File: src/hdl/dtse_pkg.sv
// ----------------------------------------------------------------------------
// dtse_pkg: shared types, constants and wrap helpers
// Field types, cursor position codes and the small modulo and calendar
// functions used by the date/time setting editor.
// ----------------------------------------------------------------------------
`default_nettype none

package dtse_pkg;

  typedef logic [11:0] year_t;
  typedef logic [3:0]  month_t;
  typedef logic [4:0]  day_t;
  typedef logic [2:0]  wday_t;
  typedef logic [4:0]  hour_t;
  typedef logic [5:0]  minute_t;
  typedef logic [3:0]  pos_t;

  // pending change, two's complement +1 / -1
  typedef enum logic [1:0] {
    PEND_NONE = 2'b00,
    PEND_UP   = 2'b01,
    PEND_DOWN = 2'b11
  } pend_t;

  // cursor positions
  localparam pos_t POS_Y1000   = 4'd0;
  localparam pos_t POS_Y100    = 4'd1;
  localparam pos_t POS_Y10     = 4'd2;
  localparam pos_t POS_Y1      = 4'd3;
  localparam pos_t POS_MON10   = 4'd4;
  localparam pos_t POS_MON1    = 4'd5;
  localparam pos_t POS_DAY10   = 4'd6;
  localparam pos_t POS_DAY1    = 4'd7;
  localparam pos_t POS_WDAY    = 4'd8;
  localparam pos_t POS_HOUR10  = 4'd9;
  localparam pos_t POS_HOUR1   = 4'd10;
  localparam pos_t POS_MIN10   = 4'd11;
  localparam pos_t POS_MIN1    = 4'd12;
  localparam pos_t POS_SET     = 4'd13;

  localparam logic [5:0] WEEK_LEN   = 6'd7;
  localparam logic [5:0] DAY_HOURS  = 6'd24;
  localparam logic [5:0] HOUR_MINS  = 6'd60;
  localparam logic [5:0] YEAR_MONS  = 6'd12;
  localparam logic [3:0] MONTH_FEB  = 4'd2;

  // word carried by the result channel
  typedef struct packed {
    year_t   year;
    month_t  month;
    day_t    day;
    wday_t   weekday;
    hour_t   hour;
    minute_t minute;
    pos_t    cursor;
    logic    exiting;
    logic    save;
  } out_word_t;

  // Value plus or minus one digit weight, small fields only.
  function automatic logic signed [7:0] step_small(logic [5:0] v, pend_t p, logic [3:0] w);
    logic signed [7:0] vs;
    logic signed [7:0] ws;
    logic signed [7:0] r;
    vs = $signed({2'b00, v});
    ws = $signed({4'b0000, w});
    unique case (p)
      PEND_UP:   r = vs + ws;
      PEND_DOWN: r = vs - ws;
      default:   r = vs;
    endcase
    return r;
  endfunction

  // True modulo for v in [-m, 3m), m up to 63.
  function automatic logic [5:0] wrap_small(logic signed [7:0] v, logic [5:0] m);
    logic signed [8:0] vs;
    logic signed [8:0] ms;
    logic signed [8:0] r;
    vs = {v[7], v};
    ms = $signed({3'b000, m});
    priority if (vs < 9'sd0)   r = vs + ms;
    else if (vs >= ms + ms)    r = vs - ms - ms;
    else if (vs >= ms)         r = vs - ms;
    else                       r = vs;
    return r[5:0];
  endfunction

  // Gregorian leap rule. Divisibility by 25 is checked on y/4 split as
  // 32a+b, since 32 = 7 mod 25 the residue class of 7a+b (at most 248) decides.
  function automatic logic is_leap(year_t y);
    logic [4:0] a;
    logic [4:0] b;
    logic [7:0] s;
    logic       m25;
    a   = y[11:7];
    b   = y[6:2];
    s   = ({a, 3'b000} - {3'b000, a}) + {3'b000, b};
    m25 = 1'b0;
    for (int i = 0; i < 10; i++) begin
      if (s == 8'(25 * i)) m25 = 1'b1;
    end
    return (y[1:0] == 2'b00) && (!m25 || (y[3:0] == 4'b0000));
  endfunction

  function automatic logic [5:0] month_len(month_t m, logic leap);
    logic [5:0] len;
    unique case (m)
      4'd2:                      len = leap ? 6'd29 : 6'd28;
      4'd4, 4'd6, 4'd9, 4'd11:   len = 6'd30;
      default:                   len = 6'd31;
    endcase
    return len;
  endfunction

endpackage

`default_nettype wire

File: src/hdl/dtse_in_if.sv
// ----------------------------------------------------------------------------
// dtse_in_if: button scan channel
// Valid/ready channel carrying one scan of the buttons and optional load.
// ----------------------------------------------------------------------------
`default_nettype none

interface dtse_in_if import dtse_pkg::*; ();
  logic    valid;
  logic    ready;
  logic    up_pressed;
  logic    down_pressed;
  logic    next_pressed;
  logic    back_pressed;
  logic    load;
  year_t   load_year;
  month_t  load_month;
  day_t    load_day;
  wday_t   load_weekday;
  hour_t   load_hour;
  minute_t load_minute;

  modport source (
    output valid, up_pressed, down_pressed, next_pressed, back_pressed, load,
           load_year, load_month, load_day, load_weekday, load_hour, load_minute,
    input  ready
  );

  modport sink (
    input  valid, up_pressed, down_pressed, next_pressed, back_pressed, load,
           load_year, load_month, load_day, load_weekday, load_hour, load_minute,
    output ready
  );
endinterface

`default_nettype wire

File: src/hdl/dtse_out_if.sv
// ----------------------------------------------------------------------------
// dtse_out_if: editor result channel
// Valid/ready channel carrying the edited values, cursor and exit flags.
// ----------------------------------------------------------------------------
`default_nettype none

interface dtse_out_if import dtse_pkg::*; ();
  logic    valid;
  logic    ready;
  year_t   year;
  month_t  month;
  day_t    day;
  wday_t   weekday;
  hour_t   hour;
  minute_t minute;
  pos_t    cursor;
  logic    exiting;
  logic    save;

  modport source (
    output valid, year, month, day, weekday, hour, minute, cursor, exiting, save,
    input  ready
  );

  modport sink (
    input  valid, year, month, day, weekday, hour, minute, cursor, exiting, save,
    output ready
  );
endinterface

`default_nettype wire

File: src/hdl/date_time_setting_editor.sv
// ----------------------------------------------------------------------------
// date_time_setting_editor: button-driven date and time set mode
// Holds the edited date/time, the cursor and the pending change, and returns
// one result word per button scan.
// ----------------------------------------------------------------------------
// Each scan word is processed combinationally: the load, the button decode, the
// digit step and the wrap of every field are one pass of logic between the
// state registers and the result register, so a new scan is taken every
// cycle while the result register is empty or being drained. The result
// appears the cycle after the scan is taken. A scan with load set (re)starts
// a session at cursor 0; next at the set position exits with save, back at
// position 0 exits without it. Scans outside a session return the stored
// values unchanged.
`default_nettype none

module date_time_setting_editor import dtse_pkg::*; (
  input  wire        clk,
  input  wire        rst_n,
  dtse_in_if.sink    in_chan,
  dtse_out_if.source out_chan
);

  year_t     year_r,   year_nxt;
  month_t    month_r,  month_nxt;
  day_t      day_r,    day_nxt;
  wday_t     wday_r,   wday_nxt;
  hour_t     hour_r,   hour_nxt;
  minute_t   minute_r, minute_nxt;
  pos_t      cursor_r, cursor_nxt;
  pend_t     pend_r,   pend_nxt;
  logic      active_r, active_nxt;
  logic      out_valid_r;
  out_word_t out_r,    out_nxt;

  logic    in_fire;
  logic    act;
  year_t   year0, year1;
  month_t  month0;
  day_t    day0;
  wday_t   wday0;
  hour_t   hour0;
  minute_t minute0;
  pos_t    c0, c1, c2;
  pend_t   pend1;
  logic    ex_next, ex_back, exiting, leap;
  logic [11:0] yw;
  logic [3:0]  mw, dw, ww, hw, nw;
  logic [5:0]  mon_m1, dlen, day_m1;
  month_t      month1;

  assign in_chan.ready = !out_valid_r || out_chan.ready;
  assign in_fire       = in_chan.valid && in_chan.ready;

  always_comb begin
    year0   = in_chan.load ? in_chan.load_year    : year_r;
    month0  = in_chan.load ? in_chan.load_month   : month_r;
    day0    = in_chan.load ? in_chan.load_day     : day_r;
    wday0   = in_chan.load ? in_chan.load_weekday : wday_r;
    hour0   = in_chan.load ? in_chan.load_hour    : hour_r;
    minute0 = in_chan.load ? in_chan.load_minute  : minute_r;
    c0      = in_chan.load ? POS_Y1000            : cursor_r;
    act     = in_chan.load || active_r;

    pend1 = pend_r;
    if (in_chan.up_pressed)   pend1 = PEND_UP;
    if (in_chan.down_pressed) pend1 = PEND_DOWN;

    // next acts before back
    ex_next = in_chan.next_pressed && (c0 == POS_SET);
    c1      = (in_chan.next_pressed && !ex_next) ? c0 + 4'd1 : c0;
    ex_back = in_chan.back_pressed && (c1 == POS_Y1000);
    c2      = (in_chan.back_pressed && !ex_back) ? c1 - 4'd1 : c1;
    exiting = ex_next || ex_back;

    yw = '0; mw = '0; dw = '0; ww = '0; hw = '0; nw = '0;
    unique case (c2)
      POS_Y1000:  yw = 12'd1000;
      POS_Y100:   yw = 12'd100;
      POS_Y10:    yw = 12'd10;
      POS_Y1:     yw = 12'd1;
      POS_MON10:  mw = 4'd10;
      POS_MON1:   mw = 4'd1;
      POS_DAY10:  dw = 4'd10;
      POS_DAY1:   dw = 4'd1;
      POS_WDAY:   ww = 4'd1;
      POS_HOUR10: hw = 4'd10;
      POS_HOUR1:  hw = 4'd1;
      POS_MIN10:  nw = 4'd10;
      POS_MIN1:   nw = 4'd1;
      default: ;
    endcase

    // year wraps modulo 4096 by plain 12-bit arithmetic
    unique case (pend1)
      PEND_UP:   year1 = year0 + yw;
      PEND_DOWN: year1 = year0 - yw;
      default:   year1 = year0;
    endcase

    mon_m1 = wrap_small(step_small({2'b00, month0}, pend1, mw) - 8'sd1, YEAR_MONS);
    month1 = 4'(mon_m1 + 6'd1);
    leap   = is_leap(year1);
    dlen   = month_len(month1, leap);
    day_m1 = wrap_small(step_small({1'b0, day0}, pend1, dw) - 8'sd1, dlen);

    year_nxt   = year_r;
    month_nxt  = month_r;
    day_nxt    = day_r;
    wday_nxt   = wday_r;
    hour_nxt   = hour_r;
    minute_nxt = minute_r;
    cursor_nxt = cursor_r;
    pend_nxt   = pend_r;
    active_nxt = active_r;
    if (act) begin
      year_nxt   = year1;
      month_nxt  = month1;
      day_nxt    = 5'(day_m1 + 6'd1);
      wday_nxt   = 3'(wrap_small(step_small({3'b000, wday0}, pend1, ww), WEEK_LEN));
      hour_nxt   = 5'(wrap_small(step_small({1'b0, hour0}, pend1, hw), DAY_HOURS));
      minute_nxt = wrap_small(step_small(minute0, pend1, nw), HOUR_MINS);
      cursor_nxt = c2;
      // a change at the set position stays pending
      pend_nxt   = (c2 == POS_SET) ? pend1 : PEND_NONE;
      active_nxt = !exiting;
    end

    out_nxt.year    = year_nxt;
    out_nxt.month   = month_nxt;
    out_nxt.day     = day_nxt;
    out_nxt.weekday = wday_nxt;
    out_nxt.hour    = hour_nxt;
    out_nxt.minute  = minute_nxt;
    out_nxt.cursor  = cursor_nxt;
    out_nxt.exiting = act && exiting;
    out_nxt.save    = act && ex_next;
  end

  always_ff @(posedge clk) begin
    if (!rst_n) begin
      year_r      <= '0;
      month_r     <= 4'd1;
      day_r       <= 5'd1;
      wday_r      <= '0;
      hour_r      <= '0;
      minute_r    <= '0;
      cursor_r    <= POS_Y1000;
      pend_r      <= PEND_NONE;
      active_r    <= 1'b0;
      out_valid_r <= 1'b0;
    end else begin
      if (in_fire) begin
        year_r   <= year_nxt;
        month_r  <= month_nxt;
        day_r    <= day_nxt;
        wday_r   <= wday_nxt;
        hour_r   <= hour_nxt;
        minute_r <= minute_nxt;
        cursor_r <= cursor_nxt;
        pend_r   <= pend_nxt;
        active_r <= active_nxt;
      end
      if (in_fire)             out_valid_r <= 1'b1;
      else if (out_chan.ready) out_valid_r <= 1'b0;
    end
  end

  always_ff @(posedge clk) begin
    if (in_fire) out_r <= out_nxt;
  end

  assign out_chan.valid   = out_valid_r;
  assign out_chan.year    = out_r.year;
  assign out_chan.month   = out_r.month;
  assign out_chan.day     = out_r.day;
  assign out_chan.weekday = out_r.weekday;
  assign out_chan.hour    = out_r.hour;
  assign out_chan.minute  = out_r.minute;
  assign out_chan.cursor  = out_r.cursor;
  assign out_chan.exiting = out_r.exiting;
  assign out_chan.save    = out_r.save;

endmodule

`default_nettype wire

File: src/flat_wrapper.sv
// flat-port wrapper written by rule: the top's interface ports become plain ports
module date_time_setting_editor_flat import dtse_pkg::*;
  (clk, rst_n, in_chan_valid, in_chan_up_pressed, in_chan_down_pressed, in_chan_next_pressed, in_chan_back_pressed, in_chan_load, in_chan_load_year, in_chan_load_month, in_chan_load_day, in_chan_load_weekday, in_chan_load_hour, in_chan_load_minute, in_chan_ready, out_chan_valid, out_chan_year, out_chan_month, out_chan_day, out_chan_weekday, out_chan_hour, out_chan_minute, out_chan_cursor, out_chan_exiting, out_chan_save, out_chan_ready);
  dtse_in_if in_chan_i ();
  dtse_out_if out_chan_i ();
  input  wire clk;
  input  wire rst_n;
  input wire logic [$bits(in_chan_i.valid)-1:0] in_chan_valid;
  input wire logic [$bits(in_chan_i.up_pressed)-1:0] in_chan_up_pressed;
  input wire logic [$bits(in_chan_i.down_pressed)-1:0] in_chan_down_pressed;
  input wire logic [$bits(in_chan_i.next_pressed)-1:0] in_chan_next_pressed;
  input wire logic [$bits(in_chan_i.back_pressed)-1:0] in_chan_back_pressed;
  input wire logic [$bits(in_chan_i.load)-1:0] in_chan_load;
  input wire logic [$bits(in_chan_i.load_year)-1:0] in_chan_load_year;
  input wire logic [$bits(in_chan_i.load_month)-1:0] in_chan_load_month;
  input wire logic [$bits(in_chan_i.load_day)-1:0] in_chan_load_day;
  input wire logic [$bits(in_chan_i.load_weekday)-1:0] in_chan_load_weekday;
  input wire logic [$bits(in_chan_i.load_hour)-1:0] in_chan_load_hour;
  input wire logic [$bits(in_chan_i.load_minute)-1:0] in_chan_load_minute;
  output wire logic [$bits(in_chan_i.ready)-1:0] in_chan_ready;
  output wire logic [$bits(out_chan_i.valid)-1:0] out_chan_valid;
  output wire logic [$bits(out_chan_i.year)-1:0] out_chan_year;
  output wire logic [$bits(out_chan_i.month)-1:0] out_chan_month;
  output wire logic [$bits(out_chan_i.day)-1:0] out_chan_day;
  output wire logic [$bits(out_chan_i.weekday)-1:0] out_chan_weekday;
  output wire logic [$bits(out_chan_i.hour)-1:0] out_chan_hour;
  output wire logic [$bits(out_chan_i.minute)-1:0] out_chan_minute;
  output wire logic [$bits(out_chan_i.cursor)-1:0] out_chan_cursor;
  output wire logic [$bits(out_chan_i.exiting)-1:0] out_chan_exiting;
  output wire logic [$bits(out_chan_i.save)-1:0] out_chan_save;
  input wire logic [$bits(out_chan_i.ready)-1:0] out_chan_ready;
  assign in_chan_i.valid = in_chan_valid;
  assign in_chan_i.up_pressed = in_chan_up_pressed;
  assign in_chan_i.down_pressed = in_chan_down_pressed;
  assign in_chan_i.next_pressed = in_chan_next_pressed;
  assign in_chan_i.back_pressed = in_chan_back_pressed;
  assign in_chan_i.load = in_chan_load;
  assign in_chan_i.load_year = in_chan_load_year;
  assign in_chan_i.load_month = in_chan_load_month;
  assign in_chan_i.load_day = in_chan_load_day;
  assign in_chan_i.load_weekday = in_chan_load_weekday;
  assign in_chan_i.load_hour = in_chan_load_hour;
  assign in_chan_i.load_minute = in_chan_load_minute;
  assign in_chan_ready = in_chan_i.ready;
  assign out_chan_valid = out_chan_i.valid;
  assign out_chan_year = out_chan_i.year;
  assign out_chan_month = out_chan_i.month;
  assign out_chan_day = out_chan_i.day;
  assign out_chan_weekday = out_chan_i.weekday;
  assign out_chan_hour = out_chan_i.hour;
  assign out_chan_minute = out_chan_i.minute;
  assign out_chan_cursor = out_chan_i.cursor;
  assign out_chan_exiting = out_chan_i.exiting;
  assign out_chan_save = out_chan_i.save;
  assign out_chan_i.ready = out_chan_ready;
  date_time_setting_editor u_core (.clk(clk), .rst_n(rst_n), .in_chan(in_chan_i), .out_chan(out_chan_i));
endmodule
File: config.mk
export PLATFORM = sky130hd
export DESIGN_NAME = date_time_setting_editor_flat
export DESIGN_NICKNAME = d
export VERILOG_FILES = /design/src/hdl/dtse_pkg.sv /design/src/hdl/dtse_in_if.sv /design/src/hdl/dtse_out_if.sv /design/src/hdl/date_time_setting_editor.sv /design/src/flat_wrapper.sv
export SDC_FILE = /design/constraint.sdc
export NUM_CORES = 1
export LEC_CHECK = 0
export CORE_MARGIN = 2
export CORE_UTILIZATION = 58
export CTS_CLUSTER_DIAMETER = 50
export DETAILED_ROUTE_END_ITERATION = 10
export DONT_BUFFER_PORTS = 1
export PLACE_DENSITY = 0.74
export SYNTH_ARGS = -nofsm -noshare
export SYNTH_HDL_FRONTEND = slang
export SYNTH_SLANG_ARGS = --single-unit
File: constraint.sdc
create_clock -name clk -period 19.3 [get_ports clk]
set_clock_uncertainty 0.1 [all_clocks]
set_input_delay 3.86 -clock clk [delete_from_list [all_inputs] [get_ports clk]]
set_output_delay 3.86 -clock clk [all_outputs]
set_load 0.01 [all_outputs]
==> impl_metrics.env <==
export IMPL_status="complete, no violations"
export IMPL_power_share_clock_pct=17.0
export IMPL_async_flop_share_pct=0
export IMPL_worstHoldStart="u_core.year_r[1]$_SDFFE_PN0P_"
export IMPL_crit_path_frequent_cell="ha_1"
export IMPL_drv_slew=0
export IMPL_drc=0
export IMPL_die_area_mm2=0.01525
export IMPL_syn_instance_count=1011
export IMPL_syn_area_mm2=0.008279
export IMPL_holdPathEnd="u_core.year_r[1]$_SDFFE_PN0P_"
export IMPL_synth_compound_area_share_pct=21.90
export IMPL_final_cell_mix="nor2_1, nand2_1, ha_1, a21oi_1, inv_1"
export IMPL_avgSynthCellArea_um2=8.189
export IMPL_r2r_start="u_core.cursor_r[0]$_SDFFE_PN0P_"
export IMPL_area_delta_synth_final_pct=4.655
export IMPL_finalCritPeriodShare_pct=74.91
export IMPL_synthesis_nets=1142
export IMPL_path_clk_slew_ns=0.06
export IMPL_synth_yosys_seq_area_share_pct=25.27
export IMPL_cts_tree="built"
export IMPL_final_common_cell="nor2_1"
export IMPL_final_setup_tns_ns=0
export IMPL_hold_slack_ns=0.3708
export IMPL_fmax_ghz=0.06917
export IMPL_die_h_um=123.5
export IMPL_crit_type="input port to flip-flop"
export IMPL_first_iter_violations=752
export IMPL_wl_met1_um=9517
export IMPL_diodes=0
export IMPL_die_x_um=123.5
export IMPL_firstDrtPassIters=6
export IMPL_synth_top_family_by_area="compound AO/OA/AOI/OAI gates"
export IMPL_rr_endpoint="u_core.day_r[2]$_SDFFE_PN0P_"
export IMPL_yosysTopAreaCellShare_pct=14.87
export IMPL_layoutNonFillerInstCount=1171
export IMPL_p_sw_mw=0.4321
export IMPL_cts_sinks=84
export IMPL_setup_viol=0
export IMPL_worst_pin_slew_ns=1.131
export IMPL_wl_per_cell_um=17.98
export IMPL_finalHoldViolations=0
export IMPL_htreeDepth=3
export IMPL_avgViaCountPerCell=6.207
export IMPL_ys_seq_elements=84
export IMPL_hpwl_um=15290
export IMPL_yosys_area_share_adder_pct=14.42
export IMPL_grt_max_degree=52
export IMPL_final_nets=1117
export IMPL_portBuffers=0
export IMPL_holdPathStages=2
export IMPL_antenna_found_initial=0
export IMPL_root_buffer="clkbuf_16"
export IMPL_core_area_mm2=0.01393
export IMPL_cts_hold_buf=0
export IMPL_gp_congestion=0.9239
export IMPL_initial_core_util_pct=59.41
export IMPL_synthMuxAreaShare_pct=7.118
export IMPL_r2r_slack_ns=7.90
export IMPL_yosysUniqueCellTypes=86
export IMPL_grt_pass1_vias=6795
export IMPL_antenna_left=0
export IMPL_power_frac_comb_pct=59.0
export IMPL_cts_resized=0
export IMPL_peakVddDrop_v=0.00007695
export IMPL_endpoint_kind="flip-flop"
export IMPL_synth_ff_type="dfxtp_1"
export IMPL_share_seq_of_total_power_pct=24.0
export IMPL_wl_um=21050
export IMPL_overflow=0
export IMPL_clk_insertion_delay_late_ns=0.36
export IMPL_maxCapViolations=0
export IMPL_dr_wl_met2_um=9242
export IMPL_netlist_top_cell_by_area="edfxtp_1"
export IMPL_min_path_type="flip-flop to flip-flop"
export IMPL_clock_path_buffers=2
export IMPL_route_vias_total=7268
export IMPL_cp_max_fo=49
export IMPL_row_count=43
export IMPL_synthXorXnorAreaFrac_pct=5.214
export IMPL_drive_above_1_share_pct=8.577
export IMPL_grt_pass1_wl_um=34050
export IMPL_p_int_mw=0.5384
export IMPL_critPathArrivalTime_ns=14.64
export IMPL_route_met3_wl_um=1797
export IMPL_netSwitchingFraction_pct=44.52
export IMPL_synth_area_leaders="edfxtp_1, ha_1, dfxtp_1"
export IMPL_highest_layer="met4"
export IMPL_synth_edf_count=41
export IMPL_cp_start_kind="input port"
export IMPL_reg2regPathDepth=51
export IMPL_power_leakage_nw=3.601
export IMPL_fillers=1201
export IMPL_crit_path_max_incr_delay_ns=0.72
export IMPL_dpl_cell_count=1155
export IMPL_yosys_warnings=0
export IMPL_cpMaxStageDelayCell="a2111oi_0"
export IMPL_period_needed_ns=14.46
export IMPL_yosys_area_share_simple_pct=20.46
export IMPL_gr_usage_all_layers_pct=28.50
export IMPL_crit_required_ns=19.48
export IMPL_p_per_area_mw_per_mm2=112.0
export IMPL_post_cts_setup_buffers=0
export IMPL_startpoint="in_chan_load"
export IMPL_cts_inserted_buffers=9
export IMPL_rsz0062_at_grt="false"
export IMPL_ioPinCount=87
export IMPL_slew_headroom_pct=24.62
## worst max-delay path by stage
stage / end / slack, ns
after CTS: u_core.day_r[2]$_SDFFE_PN0P_ / 4.94
after floorplan: u_core.day_r[2]$_SDFFE_PN0P_ / 4.73
after detailed placement: u_core.day_r[2]$_SDFFE_PN0P_ / 4.61
after global placement: u_core.day_r[2]$_SDFFE_PN0P_ / 4.96
final: u_core.day_r[2]$_SDFFE_PN0P_ / 4.84
after global routing: u_core.day_r[2]$_SDFFE_PN0P_ / 3.89
## logic make-up (layout without fill, tap and decap cells)
logic type | Yosys count | count (layout)
flops | 84 | 84
simple gates | 360 | 360
mux | 54 | 54
compound gates | 264 | 264
buf+inv | 116 | 96
xor+xnor | 46 | 46
fa+ha+maj | 87 | 87
## through the flow
step	power (mW)	setup WS [ns]	area, um2	util, %
after CTS	0.9645	4.940	8665	62.18
after detailed placement	0.7966	4.606	8392	60.22
final	0.9705	4.843	8665	62.18
after global routing	1.050	3.893	8665	62.18
after global placement	0.7925	4.963	8392	60.22
after floorplan	0.6929	4.725	8279	-
## cell type report
cell class / instances / area [um2] / area share (%)
multi-input cells: 811 / 5737 / 66.21
clock inverters: 3 / 22.52 / 0.2599
clock buffers: 13 / 250.2 / 2.888
inverters: 70 / 262.8 / 3.032
flip-flops and latches: 84 / 2092 / 24.14
repair buffers: 10 / 75.07 / 0.8664
well taps: 180 / 225.2 / 2.599
## synthesized netlist by cell type, types with 5 or more instances
cell,n
nor4_1,10
nor2_1,120
edfxtp_1,41
xnor2_1,25
a22oi_1,6
buf_1,9
clkbuf_1,30
mux2i_1,18
ha_1,73
or2_2,6
o211ai_1,10
nor3b_1,6
nor2b_1,11
o21a_1,16
nand3_1,24
nand2b_1,8
a21o_1,6
or3_1,9
nor3_1,23
and2_1,9
a21oi_1,71
a31oi_1,11
fa_1,14
nand2_1,108
o211a_1,6
o31ai_1,5
inv_1,70
mux2_2,35
dfxtp_1,43
xor2_1,19
a211oi_1,21
o21ai_0,50
## critical path: cells and delay by family
kind,cells,cell delay [ns]
AO/OA/AOI/OAI,18,3.59
adder cells (fa/ha/maj),8,2.62
AND/OR/NAND/NOR,14,2.34
multiplexers,4,1.34
XOR/XNOR,3,0.58
buffers and inverters,4,0.29
## power groups by stage
stage / sequential (mW) / clock (mW) / combinational [mW]
6_report: 0.233 / 0.165 / 0.573
5_1_grt: 0.236 / 0.174 / 0.640
4_1_cts: 0.233 / 0.168 / 0.564
3_5_place_dp: 0.236 / 0 / 0.560
3_3_place_gp: 0.236 / 0 / 0.556
2_1_floorplan: 0.233 / 0 / 0.460
## routing by layer
layer / up-vias / global-route usage [%]
met1: 3367 / 39.14
met4: 0 / 10.01
met2: 281 / 44.54
li1: 3582 / -
met3: 38 / 5.581
met5: - / 0
## state kept, by name, summed over array words and instances (netlist names), 5 cells and up
name                    cells
u_core.out_chan.minute      6
u_core.hour_r               5
u_core.day_r                5
u_core.out_chan.day         5
u_core.out_chan.hour        5
u_core.out_chan.year       12
u_core.minute_r             6
u_core.year_r              12
Power figures use the tool's default switching activity.
